==> src/rtl/slid_pkg.sv <==
package slid_pkg;

  localparam int unsigned DATA_W = 32;
  localparam int unsigned OCC_W  = 5;
  localparam int unsigned OP_W   = 2;
  localparam int unsigned STAT_W = 2;
  localparam int unsigned OUT_TDATA_W = 40;

  typedef enum logic [OP_W-1:0] {
    OP_INSERT = 2'd0,
    OP_DELETE = 2'd1,
    OP_DUMP   = 2'd2
  } op_e;

  typedef enum logic [STAT_W-1:0] {
    STAT_DONE      = 2'd0,
    STAT_NOT_FOUND = 2'd1,
    STAT_FULL      = 2'd2,
    STAT_EMPTY     = 2'd3
  } status_e;

  typedef enum logic [2:0] {
    S_IDLE,
    S_INS_CMP,
    S_INS_PUT,
    S_DEL_SCAN,
    S_DEL_SHIFT,
    S_DUMP,
    S_RESP
  } state_e;

  typedef struct packed {
    logic lt;
    logic eq;
  } cmp_t;

endpackage

==> src/rtl/slid_ram.sv <==
module slid_ram import slid_pkg::*; #(
  parameter int unsigned DEPTH = 16,
  parameter int unsigned AW    = 4
) (
  input  logic              clk_i,
  input  logic              we_i,
  input  logic [AW-1:0]     waddr_i,
  input  logic [DATA_W-1:0] wdata_i,
  input  logic              re_i,
  input  logic [AW-1:0]     raddr_i,
  output logic [DATA_W-1:0] rdata_o
);

  logic [DATA_W-1:0] mem [DEPTH];
  logic [DATA_W-1:0] rdata_q;

  always_ff @(posedge clk_i) begin
    if (we_i) begin
      mem[waddr_i] <= wdata_i;
    end
    if (re_i) begin
      rdata_q <= mem[raddr_i];
    end
  end

  assign rdata_o = rdata_q;

endmodule

==> src/rtl/slid_cmp.sv <==
module slid_cmp import slid_pkg::*; (
  input  logic [DATA_W-1:0] entry_i,
  input  logic [DATA_W-1:0] key_i,
  output cmp_t              cmp_o
);

  assign cmp_o.lt = $signed(entry_i) < $signed(key_i);
  assign cmp_o.eq = entry_i == key_i;

endmodule

==> src/rtl/sorted_list_insert_delete.sv <==
// Insert: each stored value not less than the key moves up one place, then the key is written.
// Delete: scans up to the match, then moves each value above it down one place; a miss ends the scan early.
// Dump: one result per cycle while the output is not stalled, after a registered table read.
// A refused insert, or a delete or dump on an empty table, goes straight to the response state.
// One item is in work at a time; the one-read one-write table and one comparator set the rate.
// Reset clears the entry count and the control state; table contents are not cleared.
module sorted_list_insert_delete import slid_pkg::*; #(
  parameter int unsigned CAPACITY = 16
) (
  input  logic                   clk_i,
  input  logic                   rst_ni,
  input  logic                   s_axis_tvalid,
  output logic                   s_axis_tready,
  input  logic [DATA_W-1:0]      s_axis_tdata,  // item_value[31:0]
  input  logic [OP_W-1:0]        s_axis_tuser,  // operation[1:0]
  output logic                   m_axis_tvalid,
  input  logic                   m_axis_tready,
  output logic [OUT_TDATA_W-1:0] m_axis_tdata,  // out_value[31:0], occupancy[36:32], zeros
  output logic [STAT_W-1:0]      m_axis_tuser,  // status[1:0]
  output logic                   m_axis_tlast   // last_flag
);

  localparam int unsigned IW = (CAPACITY > 1) ? $clog2(CAPACITY) : 1;
  localparam int unsigned CW = $clog2(CAPACITY + 1);

  state_e            state_q, state_d;
  logic [CW-1:0]     count_q, count_d;
  logic [IW-1:0]     idx_q, idx_d;
  logic [DATA_W-1:0] value_q, value_d;
  status_e           resp_q, resp_d;

  logic              out_valid_q;
  logic [DATA_W-1:0] out_value_q;
  status_e           out_status_q;
  logic              out_last_q;
  logic [OCC_W-1:0]  out_occ_q;

  logic              out_load;
  logic [DATA_W-1:0] load_value;
  status_e           load_status;
  logic              load_last;
  logic              can_emit;

  logic              we;
  logic [IW-1:0]     waddr;
  logic [DATA_W-1:0] wdata;
  logic              re;
  logic [IW-1:0]     raddr;
  logic [DATA_W-1:0] rdata;
  cmp_t              cmp;

  logic              in_xfer;
  logic [CW-1:0]     idx_ext;
  logic [CW-1:0]     idx_next;

  slid_ram #(
    .DEPTH (CAPACITY),
    .AW    (IW)
  ) u_ram (
    .clk_i   (clk_i),
    .we_i    (we),
    .waddr_i (waddr),
    .wdata_i (wdata),
    .re_i    (re),
    .raddr_i (raddr),
    .rdata_o (rdata)
  );

  slid_cmp u_cmp (
    .entry_i (rdata),
    .key_i   (value_q),
    .cmp_o   (cmp)
  );

  assign s_axis_tready = (state_q == S_IDLE);
  assign in_xfer       = s_axis_tvalid && s_axis_tready;
  assign can_emit      = !out_valid_q || m_axis_tready;
  assign idx_ext       = CW'(idx_q);
  assign idx_next      = idx_ext + CW'(1);

  always_comb begin
    state_d     = state_q;
    count_d     = count_q;
    idx_d       = idx_q;
    value_d     = value_q;
    resp_d      = resp_q;
    we          = 1'b0;
    waddr       = idx_q;
    wdata       = rdata;
    re          = 1'b0;
    raddr       = '0;
    out_load    = 1'b0;
    load_value  = '0;
    load_status = STAT_DONE;
    load_last   = 1'b1;

    unique case (state_q)
      S_IDLE: begin
        if (in_xfer) begin
          value_d = s_axis_tdata;
          idx_d   = '0;
          unique case (s_axis_tuser)
            OP_INSERT: begin
              if (count_q >= CW'(CAPACITY)) begin
                resp_d  = STAT_FULL;
                state_d = S_RESP;
              end else if (count_q == '0) begin
                state_d = S_INS_PUT;
              end else begin
                idx_d   = IW'(count_q);
                re      = 1'b1;
                raddr   = IW'(count_q - CW'(1));
                state_d = S_INS_CMP;
              end
            end
            OP_DELETE: begin
              if (count_q == '0) begin
                resp_d  = STAT_NOT_FOUND;
                state_d = S_RESP;
              end else begin
                re      = 1'b1;
                state_d = S_DEL_SCAN;
              end
            end
            OP_DUMP: begin
              if (count_q == '0) begin
                resp_d  = STAT_EMPTY;
                state_d = S_RESP;
              end else begin
                re      = 1'b1;
                state_d = S_DUMP;
              end
            end
            default: begin
              state_d = S_IDLE;
            end
          endcase
        end
      end

      S_INS_CMP: begin
        we    = 1'b1;
        waddr = idx_q;
        if (cmp.lt) begin
          wdata   = value_q;
          count_d = count_q + CW'(1);
          resp_d  = STAT_DONE;
          state_d = S_RESP;
        end else begin
          wdata = rdata;
          idx_d = idx_q - IW'(1);
          if (idx_q == IW'(1)) begin
            state_d = S_INS_PUT;
          end else begin
            re    = 1'b1;
            raddr = idx_q - IW'(2);
          end
        end
      end

      S_INS_PUT: begin
        we      = 1'b1;
        waddr   = idx_q;
        wdata   = value_q;
        count_d = count_q + CW'(1);
        resp_d  = STAT_DONE;
        state_d = S_RESP;
      end

      S_DEL_SCAN: begin
        if (cmp.lt) begin
          if (idx_next == count_q) begin
            resp_d  = STAT_NOT_FOUND;
            state_d = S_RESP;
          end else begin
            re    = 1'b1;
            raddr = IW'(idx_next);
            idx_d = IW'(idx_next);
          end
        end else if (cmp.eq) begin
          if (idx_next == count_q) begin
            count_d = count_q - CW'(1);
            resp_d  = STAT_DONE;
            state_d = S_RESP;
          end else begin
            re      = 1'b1;
            raddr   = IW'(idx_next);
            state_d = S_DEL_SHIFT;
          end
        end else begin
          resp_d  = STAT_NOT_FOUND;
          state_d = S_RESP;
        end
      end

      S_DEL_SHIFT: begin
        we    = 1'b1;
        waddr = idx_q;
        wdata = rdata;
        idx_d = IW'(idx_next);
        if (idx_next + CW'(1) == count_q) begin
          count_d = count_q - CW'(1);
          resp_d  = STAT_DONE;
          state_d = S_RESP;
        end else begin
          re    = 1'b1;
          raddr = IW'(idx_next + CW'(1));
        end
      end

      S_DUMP: begin
        if (can_emit) begin
          out_load    = 1'b1;
          load_value  = rdata;
          load_status = STAT_DONE;
          load_last   = (idx_next == count_q);
          if (idx_next == count_q) begin
            state_d = S_IDLE;
          end else begin
            re    = 1'b1;
            raddr = IW'(idx_next);
            idx_d = IW'(idx_next);
          end
        end
      end

      S_RESP: begin
        if (can_emit) begin
          out_load    = 1'b1;
          load_status = resp_q;
          state_d     = S_IDLE;
        end
      end

      default: begin
        state_d = S_IDLE;
      end
    endcase
  end

  always_ff @(posedge clk_i or negedge rst_ni) begin
    if (!rst_ni) begin
      state_q     <= S_IDLE;
      count_q     <= '0;
      out_valid_q <= 1'b0;
    end else begin
      state_q <= state_d;
      count_q <= count_d;
      if (out_load) begin
        out_valid_q <= 1'b1;
      end else if (m_axis_tready) begin
        out_valid_q <= 1'b0;
      end
    end
  end

  always_ff @(posedge clk_i) begin
    idx_q   <= idx_d;
    value_q <= value_d;
    resp_q  <= resp_d;
    if (out_load) begin
      out_value_q  <= load_value;
      out_status_q <= load_status;
      out_last_q   <= load_last;
      out_occ_q    <= OCC_W'(count_q);
    end
  end

  assign m_axis_tvalid = out_valid_q;
  assign m_axis_tdata  = {{(OUT_TDATA_W - DATA_W - OCC_W){1'b0}}, out_occ_q, out_value_q};
  assign m_axis_tuser  = out_status_q;
  assign m_axis_tlast  = out_last_q;

  a_count_bound : assert property (
    @(posedge clk_i) disable iff (!rst_ni) count_q <= CW'(CAPACITY)
  ) else $error("entry count above capacity");

  a_full_refused : assert property (
    @(posedge clk_i) disable iff (!rst_ni)
    (in_xfer && s_axis_tuser == OP_INSERT && count_q == CW'(CAPACITY))
    |=> (count_q == $past(count_q))
  ) else $error("refused insert changed the count");

  a_empty_delete : assert property (
    @(posedge clk_i) disable iff (!rst_ni)
    (in_xfer && s_axis_tuser == OP_DELETE && count_q == '0) |=> (count_q == '0)
  ) else $error("delete on an empty table changed the count");

  a_status_last : assert property (
    @(posedge clk_i) disable iff (!rst_ni)
    (m_axis_tvalid && m_axis_tuser != STAT_DONE) |-> m_axis_tlast
  ) else $error("status transfer not marked last");

endmodule
==> config.mk <==
export PLATFORM = sky130hd
export DESIGN_NAME = sorted_list_insert_delete
export DESIGN_NICKNAME = d
export VERILOG_FILES = /design/src/rtl/slid_pkg.sv /design/src/rtl/slid_ram.sv /design/src/rtl/slid_cmp.sv /design/src/rtl/sorted_list_insert_delete.sv
export SDC_FILE = /design/constraint.sdc
export NUM_CORES = 1
export LEC_CHECK = 0
export BUFFER_PORTS_ARGS = -buffer_cell sky130_fd_sc_hd__buf_2
export CAP_MARGIN = 20
export CORE_MARGIN = 5
export CORE_UTILIZATION = 35
export CTS_CLUSTER_SIZE = 12
export DETAILED_ROUTE_END_ITERATION = 8
export PLACE_DENSITY = 0.52
export SLEW_MARGIN = 30
export SYNTH_ARGS = -nofsm -noshare
export SYNTH_HDL_FRONTEND = slang
export SYNTH_SLANG_ARGS = --single-unit
==> constraint.sdc <==
create_clock -name clk_i -period 3.92 [get_ports clk_i]
set_clock_uncertainty 0.2 [all_clocks]
set_input_delay 0.588 -clock clk_i [delete_from_list [all_inputs] [get_ports clk_i]]
set_output_delay 0.588 -clock clk_i [all_outputs]
set_load 0.01 [all_outputs]
* Yosys cells after proc, flatten, opt, wreduce, memory -nomap -nowiden *
Memory sizes are Yosys's and may differ from the RTL's. A register that Yosys moved wholly into a read port is not among the register bits.
Cells that the tools add are included.

storage, ports and cells
  register bits after elaboration = 87
  memory bits (writable) = 512
  input bits = 38
  output and inout bits = 45
  logic and storage cells = 146
  memories kept = 1

memory list
  name       words  bits a word  read ports  clocked after memory_dff  wr ports  RTL line        text
  u_ram.mem  16     32           1           1                         1         slid_ram.sv:14  logic [DATA_W-1:0] mem [DEPTH];

operators by class
  $add $sub $neg = 6
  $lt $le $gt $ge = 2
  equal/unequal tests = 30
  mux-type cells = 77
  reductions and logical operators = 20

operators with widths
  operator                                                                count
  4-bit two-way mux                                                       19
  32-bit case mux with 2 select lines                                     1
  4-bit case mux with 5 select lines                                      2
  3-bit two-way mux                                                       12
  32-bit equality test                                                    1
  32-bit < comparator                                                     1
  32-bit two-way mux                                                      1
  2-bit two-way mux                                                       13
  5-bit two-way mux                                                       5
  3-bit case mux with 7 select lines                                      1
  2-bit != test (second input constant)                                   10
  5-bit case mux with 4 select lines                                      1
  3-bit != test (second input constant)                                   6
  1-bit two-way mux                                                       17
  5-bit by 1-bit adder with 5-bit output (second input constant)          2
  5-bit equality test                                                     2
  2-bit case mux with 5 select lines                                      1
  10-bit AND reduction                                                    1
  5-bit nonzero test                                                      2
  3-bit equality test (second input constant)                             3
  3-bit case mux with 3 select lines                                      1
  7-bit AND reduction                                                     1
  3-bit by 2-bit equality test with 1-bit output (second input constant)  2
  2-bit case mux with 3 select lines                                      1
  other kinds (26)                                                        29

* Depth between registers and ports, before layout *
Gate-level depths: netlist (run 1).

  word-level depth = 6
  depth in mapped cells = 18
  mapped depth without buffers = 12

* Hierarchy *
A second synthesis (run 1) with hierarchy kept.

unflattened totals
  cells, all modules = 1,338
  area total of the unflattened synthesis = 25,707.2 µm²

modules (own cells, without submodules)
  module                     times used  cells each  area each (µm²)  sequential area each (µm²)
  slid_ram                   1           838         20,155.6         16,335.7
  sorted_list_insert_delete  1           387         4,730.8          2,567.5
  slid_cmp                   1           113         820.8            0.0

* Worst setup path after synthesis (run 1) *
Ideal clock, no wire load.

  path kind = reg2reg
  start = register state_q[1]
  end = memory u_ram.mem[0][0] (enable)
  data arrival time = 3.620 ns
  required time = 3.259 ns
  setup slack = -0.362 ns
  cell stages (with the launch flop) = 8
  buffers on the path = 2
  period minus slack after synthesis = 4.282 ns
  cells stage by stage = dfrtp_1 -> clkbuf_1 -> clkbuf_1 -> nand2_1 -> a21o_1 -> o21ai_0 -> nand2_1 -> nor3_1

on the way
  longest elaborated chain between the ends = 5
  elaborated cells between the ends (all ways) = 7

RTL lines
  what                                         RTL line                          text
  start, declared                              sorted_list_insert_delete.sv:26   state_e state_q, state_d;
  start signal, assigned                       sorted_list_insert_delete.sv:247  state_q <= state_d;
  3-bit equality test (tied with other cells)  sorted_list_insert_delete.sv:97   unique case (state_q)
  3-bit OR reduction (no source line) (*)      -
  1-bit two-way mux (*)                        sorted_list_insert_delete.sv:97
  1-bit two-way mux (*)                        slid_ram.sv:18                    if (we_i) begin
  1-bit two-way mux (implied by the code) (*)  slid_ram.sv:19                    mem[waddr_i] <= wdata_i;
  end, declared                                slid_ram.sv:14

Every way passes the cells marked *; elsewhere a longest branch is shown, timed or not.

* Worst setup path after layout (run 1) *
  start = register value_q[14]
  end = register u_ram.rdata_q[3], in the netlist u_ram.rdata_o[3] (read register of u_ram.mem), data pin

on the way
  longest elaborated chain between the ends = 4
  elaborated cells between the ends (all ways) = 10

RTL lines
  what                                                         RTL line                          text
  start, declared                                              sorted_list_insert_delete.sv:29   logic [DATA_W-1:0] value_q, value_d;
  start signal, assigned                                       sorted_list_insert_delete.sv:259  value_q <= value_d;
  branches (longest 4 deep; another with 32-bit < comparator)  -
  end, declared                                                slid_ram.sv:15                    logic [DATA_W-1:0] rdata_q;

Parallel ways; which one is timed is not known.
A chain may end at the register's enable or synchronous reset.

==> results of run 1 <==
repair_timing:
item	CTS	global route
pin swaps	35	23
setup buffers	21	7
endpoints found under the hold margin	40	0
resized for setup	79	57
hold buffers	32	0
setup endpoints to repair	517	533
cloned	12	4
through the flow:
| step | setup WS (ns) | total power (uW) | instance area [um^2] |
|---|---|---|---|
| floorplan | 0.0185 | 18200 | 26100 |
| global placement | -0.720 | 24100 | 29500 |
| detailed placement | -0.705 | 24300 | 29500 |
| CTS | -0.414 | 31900 | 32700 |
| global route | -0.495 | 33600 | 33000 |
| finish | -0.369 | 32100 | 33000 |
worst max-delay path by stage:
stage / depth (start not counted) / end / start / slack, ns
after floorplan: 15 / u_ram.rdata_o[10] / idx_q[0] / 0.02
after global placement: 13 / u_ram.rdata_o[12] / u_ram.rdata_o[23] / -0.72
after detailed placement: 14 / u_ram.rdata_o[12] / u_ram.rdata_o[21] / -0.70
after CTS: 18 / u_ram.rdata_o[14] / value_q[12] / -0.41
after global routing: 17 / u_ram.rdata_o[3] / value_q[14] / -0.49
final: 17 / u_ram.rdata_o[3] / value_q[14] / -0.37
area by class of cell:
class                           count  share of cell area, %
Clock buffer                       90                   5.73
Sequential cell                   631                   57.3
Clock inverter                     31                  0.648
Antenna cell                        1                0.00758
Timing Repair Buffer              347                   9.90
Inverter                           49                  0.557
Tap cell                          969                   3.67
Multi-Input combinational cell    758                   22.2
report_power, final:
| group | switching [uW] | internal, uW | total (uW) |
|---|---|---|---|
| sequential | 457 | 10200 | 10700 |
| combinational | 8490 | 6810 | 15300 |
| clock | 2610 | 3530 | 6140 |
sequential cells by signal (all words and copies together), names as in the netlist:
| register | count |
|---|---|
| count_q | 5 |
| idx_q | 4 |
| m_axis_tlast | 1 |
| m_axis_tuser | 2 |
| m_axis_tvalid | 1 |
| out_occ_q | 5 |
| out_value_q | 32 |
| resp_q | 2 |
| state_q | 3 |
| u_ram.mem | 512 |
| u_ram.rdata_o | 32 |
| value_q | 32 |
worst max-delay path: stages, from the launching register on:
cell,delay [ns]
edfxtp_1,0.42
inv_2,0.07
ha_4,0.28
nand4_1,0.20
buf_4,0.22
nor4_4,0.12
buf_4,0.16
o21ai_2,0.05
o211ai_1,0.20
a211oi_2,0.15
buf_4,0.16
a2111o_1,0.44
o41ai_4,0.08
buf_6,0.24
buf_12,0.16
mux4_2,0.51
a22oi_2,0.24
o31ai_2,0.10
Yosys cell counts (6+ instances only):
master	n	area (um^2)
a22oi_1	32	240
nor3_1	11	55.1
clkbuf_1	42	158
xnor2_1	13	114
a21oi_1	35	175
and3_1	37	231
mux2i_1	35	350
o22ai_1	35	219
a32o_1	31	310
inv_1	48	180
nor2_1	38	143
nand2b_1	7	43.8
nand4_1	6	37.5
ha_1	47	588
buf_4	8	60.1
nand2_1	119	447
mux2_2	96	1080
xor2_1	6	52.6
a31oi_1	6	37.5
buf_2	22	110
o31ai_1	32	240
mux4_2	65	1460
buf_6	10	113
edfxtp_1	622	18700
nand3_1	16	80.1
dfrtp_1	9	225
o21ai_0	23	115
logic make-up (layout without fill, tap and decap cells):
family,count (synthesis),after routing
mux,196,202
other cells,1,4
simple gates,259,259
compound gates,227,227
xor+xnor,20,20
fa+ha+maj,47,47
flops,631,631
buf+inv,133,517
layer usage:
metal	GRT usage [%]	wire length, um
met5	0	0
met4	4.46	1390
met3	2.87	4040
met2	29.1	35200
met1	25.6	33500
==> qor.yml, run 1 <==
outcome:
  status: "finished with violations"
  violations: "setup timing"
logic_synthesis:
  synth_compound_area_share_pct: 6.28
  synthAdderAreaFrac_pct: 2.25
  synth_xor_area_share_pct: 0.729
  synth_top_family_by_area: "multiplexers"
  synth_seq_area_share_pct: 72.5
  synth_area_um2: 26100
  synth_edf_count: 622
  syn_inst: 1514
  yosysWarnings: 0
  synthSimpleGateAreaFrac_pct: 4.72
  synth.area.mux_share_pct: 11.1
  ys_ff_latch: 631
  synth_area_per_cell_um2: 17.2
  synth_ff_type: "edfxtp_1"
  synthArstFlopShare_pct: 1.43
  ys_types: 67
cells_and_area:
  seqCellArea_um2: 18900
  multi_input_area_um2: 7330
  mostFrequentLayoutCell: "edfxtp_1"
  fin_util_pct: 44.5
  layout_common_cells: "edfxtp_1 (622), buf_4 (171), nand2_1 (117)"
  area_growth_pct: 26.5
  nNetsFinal: 1944
  fillCellCount: 6482
  instances_no_fill: 2876
  layout-drive-gt1-share_pct: 35.3
global_route:
  gr-total-overflow: 0
  grt_pass1_wl_mm: 107
  grt_pass1_vias: 15400
  grt_max_degree: 46
  antenna_found_initial: 2
  grt_util_all_layers_pct: 17.9
hold_path:
  holdPathStages: 1
  hp-class: "in2reg"
  hold_end: "value_q[10]"
  min-delay-start: "s_axis_tdata[10]"
sta:
  hold_ws_ns: 0.0770
  min_period_over_period_pct: 109
  rsz0062_at_grt: "true"
  final.setup.worst_slack_ns: -0.369
  tns_ns: -14.00
  slew_headroom_pct: 51.6
  fmax_mhz: 233
  tightest_slew_ns: 0.726
  final_max_slew_viol_count: 0
  post-route-min-period_ns: 4.29
  setup-violations-final: 200
  hold_violations: 0
drt:
  vias_per_cell: 5.33
  ant_nets: 0
  drt_wl_total_mm: 74.1
  firstDrtPassIters: 5
  drt_iter0_markers: 1377
  route.detailed.drc: 0
  wl_per_cell_um: 25.8
  via_count: 15300
setup_path:
  end_kind: "register"
  arrival_ns: 4.43
  r2r_cells: 17
  crit_fanout: 6
  r2r_slack_ns: -0.37
  cp.required_ns: 4.06
  criticalPathCategory: "reg2reg"
  r2r_end: "u_ram.rdata_o[3]"
  startpoint_type: "register"
  r2r_start: "value_q[14]"
clock_tree:
  cts_tree: "yes"
  clk-insertion-delay-late_ns: 0.61
  cts_max_level: 3
  clk_pin_slew_ns: 0.06
  clock_path_buffers: 3
  cts_made_buffers: 72
  cts-root-buf: "clkbuf_16"
  cts.sinks: 631
floorplanning:
  initial_core_util_pct: 35.2
  top_level_ports: 83
  fp.dieH_um: 283
  die_area_um2: 80100
  coreArea_um2: 74200
  rows: 100
  die_x_um: 283
placed_design:
  place_inst: 2683
  gp_congestion: 0.802
  hpwlAfterDp_mm: 42.7
  placement.io_buffers: 79
job:
  maxCapViolCount: 0
power_and_ir_drop:
  irDropWorstVdd_mv: 0.544
  power.density_nw_per_um2: 973
  power_leakage_uw: 0.0115
(Power assumes the default switching activity.)
==> run 2: changes to the inputs <==
- CORE_ASPECT_RATIO: default -> 1.4
- PLACE_DENSITY: 0.52 -> 0.5
- clock period: 3.92 -> 4.6 ns (I/O delays scaled with it)
==> run 2 against run 1 <==
Net effect: the run now ends clean; via count is 6.0% lower; die area hardly changed; global-route usage is 0.21 points lower; critical endpoint is now u_ram.rdata_o[22]; combinational power is 31% lower; highest routed layer unchanged; cell count is 6.8% lower.
==> qor.yml, run 2 (same netlist as run 1, synthesis figures left out) <==
placed_design:
  hpwlAfterDp_mm: 42.8  # +0.11%
  gp_congestion: 0.821  # +2.4%
  placement.io_buffers: 79  # unchanged
  dp_slack_ns: -0.577  # +0.127 ns
  placed_area_um2: 28500  # -3.2%
cells_and_area:
  largest_reg_flops: 512  # unchanged
  seqCellArea_um2: 18900  # unchanged
  mostFrequentLayoutCell: "edfxtp_1"
  nNetsFinal: 1771  # -8.9%
  area_growth_pct: 16.7
  multi_input_area_um2: 6760  # -7.7%
  fillCellCount: 6620  # +2.1%
  diodes: 0  # -1
  regMostFlops: "u_ram.mem"
  post-route-cell-area_um2: 30400  # -7.7%
  layout_common_cells: "edfxtp_1 (622), nand2_1 (119), mux2_2 (96)"
  layout-drive-gt1-share_pct: 26.8  # -8.4 points
drt:
  drt_wl_total_mm: 72.0  # -2.9%
  via_count: 14400  # -6.0%
  wl_per_cell_um: 26.9  # +4.3%
  route.detailed.drc: 0  # unchanged
  ant_nets: 0  # unchanged
  drt_iter0_markers: 1235  # -10%
  firstDrtPassIters: 5  # unchanged
  vias_per_cell: 5.38  # +0.89%
setup_path:
  cp.required_ns: 4.72  # +0.66 ns
  r2r_end: "u_ram.rdata_o[22]"
  r2r_slack_ns: 0.17  # +0.53 ns
  r2r_cells: 12  # -5
  crit_fanout: 56  # +50
  startpoint_type: "register"
  end_kind: "register"
  criticalPathCategory: "reg2reg"
  r2r_start: "idx_q[1]"
  arrival_ns: 4.56  # +0.13 ns
global_route:
  gr-total-overflow: 0  # unchanged
  grt_util_all_layers_pct: 17.7  # -0.21 points
  antenna_found_initial: 1  # -1
  grt_max_degree: 57  # +24%
  grt_pass1_vias: 14900  # -3.5%
  grt_pass1_wl_mm: 104  # -3.2%
clock_tree:
  clock_path_buffers: 3  # unchanged
  cts_tree: "yes"
  clk-insertion-delay-late_ns: 0.60  # about the same
  cts-root-buf: "clkbuf_16"
  cts_max_level: 3  # unchanged
  cts_made_buffers: 66  # -8.3%
  cts.sinks: 631  # unchanged
  clk_pin_slew_ns: 0.07  # about the same
sta:
  min_period_over_period_pct: 96.4  # -13 points
  slew_headroom_pct: 40.7  # -11 points
  post-route-min-period_ns: 4.43  # +0.145 ns
  setup-violations-final: 0  # -100%
  tightest_slew_ns: 0.887  # +0.161 ns
  final.setup.worst_slack_ns: 0.166  # +0.535 ns
  final_max_slew_viol_count: 0  # unchanged
  hold_violations: 0  # unchanged
  fmax_mhz: 226  # -3.3%
floorplanning:
  initial_core_util_pct: 35.3  # +0.11 points
  fp.dieH_um: 333  # +18%
  die_area_um2: 80200  # about the same
  top_level_ports: 83  # unchanged
  coreArea_um2: 74000  # -0.31%
  die_x_um: 241  # -15%
  rows: 118  # +18%
power_and_ir_drop:
  power.density_nw_per_um2: 803  # -18%
  irDropWorstVdd_mv: 0.483  # -11%
  power_leakage_uw: 0.0103  # -11%
  p_total_uw: 24400  # -24%
hold_path:
  hp-class: "in2reg"
  hold_end: "value_q[11]"
  holdPathStages: 1  # unchanged
  min-delay-start: "s_axis_tdata[11]"
outcome:
  status: "complete, no violations"
job:
  maxCapViolCount: 0  # unchanged
run 2: cell types whose count changed in the layout (fill, tap and decap cells not counted), moves of 5 or more:
cell and change:
clkbuf_16 -8, o31ai_2 -10, mux2_2 +28, buf_6 -11, buf_4 -93, dlygate4sd3_1 -31, buf_16 -5, o31ai_1 +10
clkinv_1 -13, buf_12 -19, mux2_4 -34, a22oi_1 +31, a22oi_2 -31
run 2: how the worst max path moves through the flow:
stage / to / from / slack (ns) / depth (start not counted)
after global placement: u_ram.rdata_o[20] / u_ram.rdata_o[15] / -0.68 / 14
after global routing: u_ram.rdata_o[31] / u_ram.rdata_o[11] / -0.002 / 14
final: u_ram.rdata_o[22] / idx_q[1] / 0.17 / 12
after floorplan: u_ram.mem[0][0] / state_q[1] / 0.32 / 7
after CTS: u_ram.rdata_o[22] / u_ram.rdata_o[13] / 0.01 / 14
after detailed placement: u_ram.rdata_o[9] / u_ram.rdata_o[15] / -0.58 / 13
run 2: layout make-up:
class / count / area share (%)
tap: 960 / 3.95
clock inverter: 14 / 0.255
timing repair buffer: 186 / 5.15
sequential: 631 / 62.1
multi-input combinational: 752 / 22.2
inverter: 49 / 0.604
clock buffer: 87 / 5.75
run 2: stage by stage:
step / hold WS [ns] / std cells / setup TNS [ns] / util, %
detailed placement: 0.359 / 2573 / -18.81 / 38.6
global route: 0.0451 / 2679 / -0.00239 / 41.2
CTS: 0.0190 / 2677 / 0 / 41.1
global placement: 0.331 / 2572 / -42.69 / 38.5
finish: 0.0663 / 2679 / 0 / 41.2
floorplan: 0.194 / 1516 / 0 / -
run 2: critical path, stage by stage (launching register included):
cell       delay (ns)
edfxtp_1         0.53
ha_1             0.28
and2_1           0.23
xor2_1           0.19
a31oi_1          0.31
mux2i_1          0.31
or2_1            0.38
o2bb2ai_1        0.31
a221o_4          0.35
buf_16           0.31
mux4_2           0.36
a22oi_1          0.24
o31ai_1          0.10
run 2: metal layers:
metal / vias to the layer above / wire length (um) / GRT usage [%]
li1: 6343 / - / -
met1: 7516 / 30200 / 23.8
met2: 447 / 35900 / 29.8
met3: 99 / 3940 / 2.53
met4: 0 / 1980 / 5.79
met5: - / 0 / 0
run 2: power breakdown:
part / switching, uW / internal, uW
sequential: 473 / 8730
clock: 2100 / 2660
combinational: 6350 / 4130
total: 8920 / 15500
run 2: repair_timing:
item                                    CTS  global route
gates resized for setup                   4             5
buffers inserted                          2             2
pin swaps                                 1             4
endpoints found under the setup margin  400            32
hold buffers                              1             0
hold endpoints to repair                  9             0
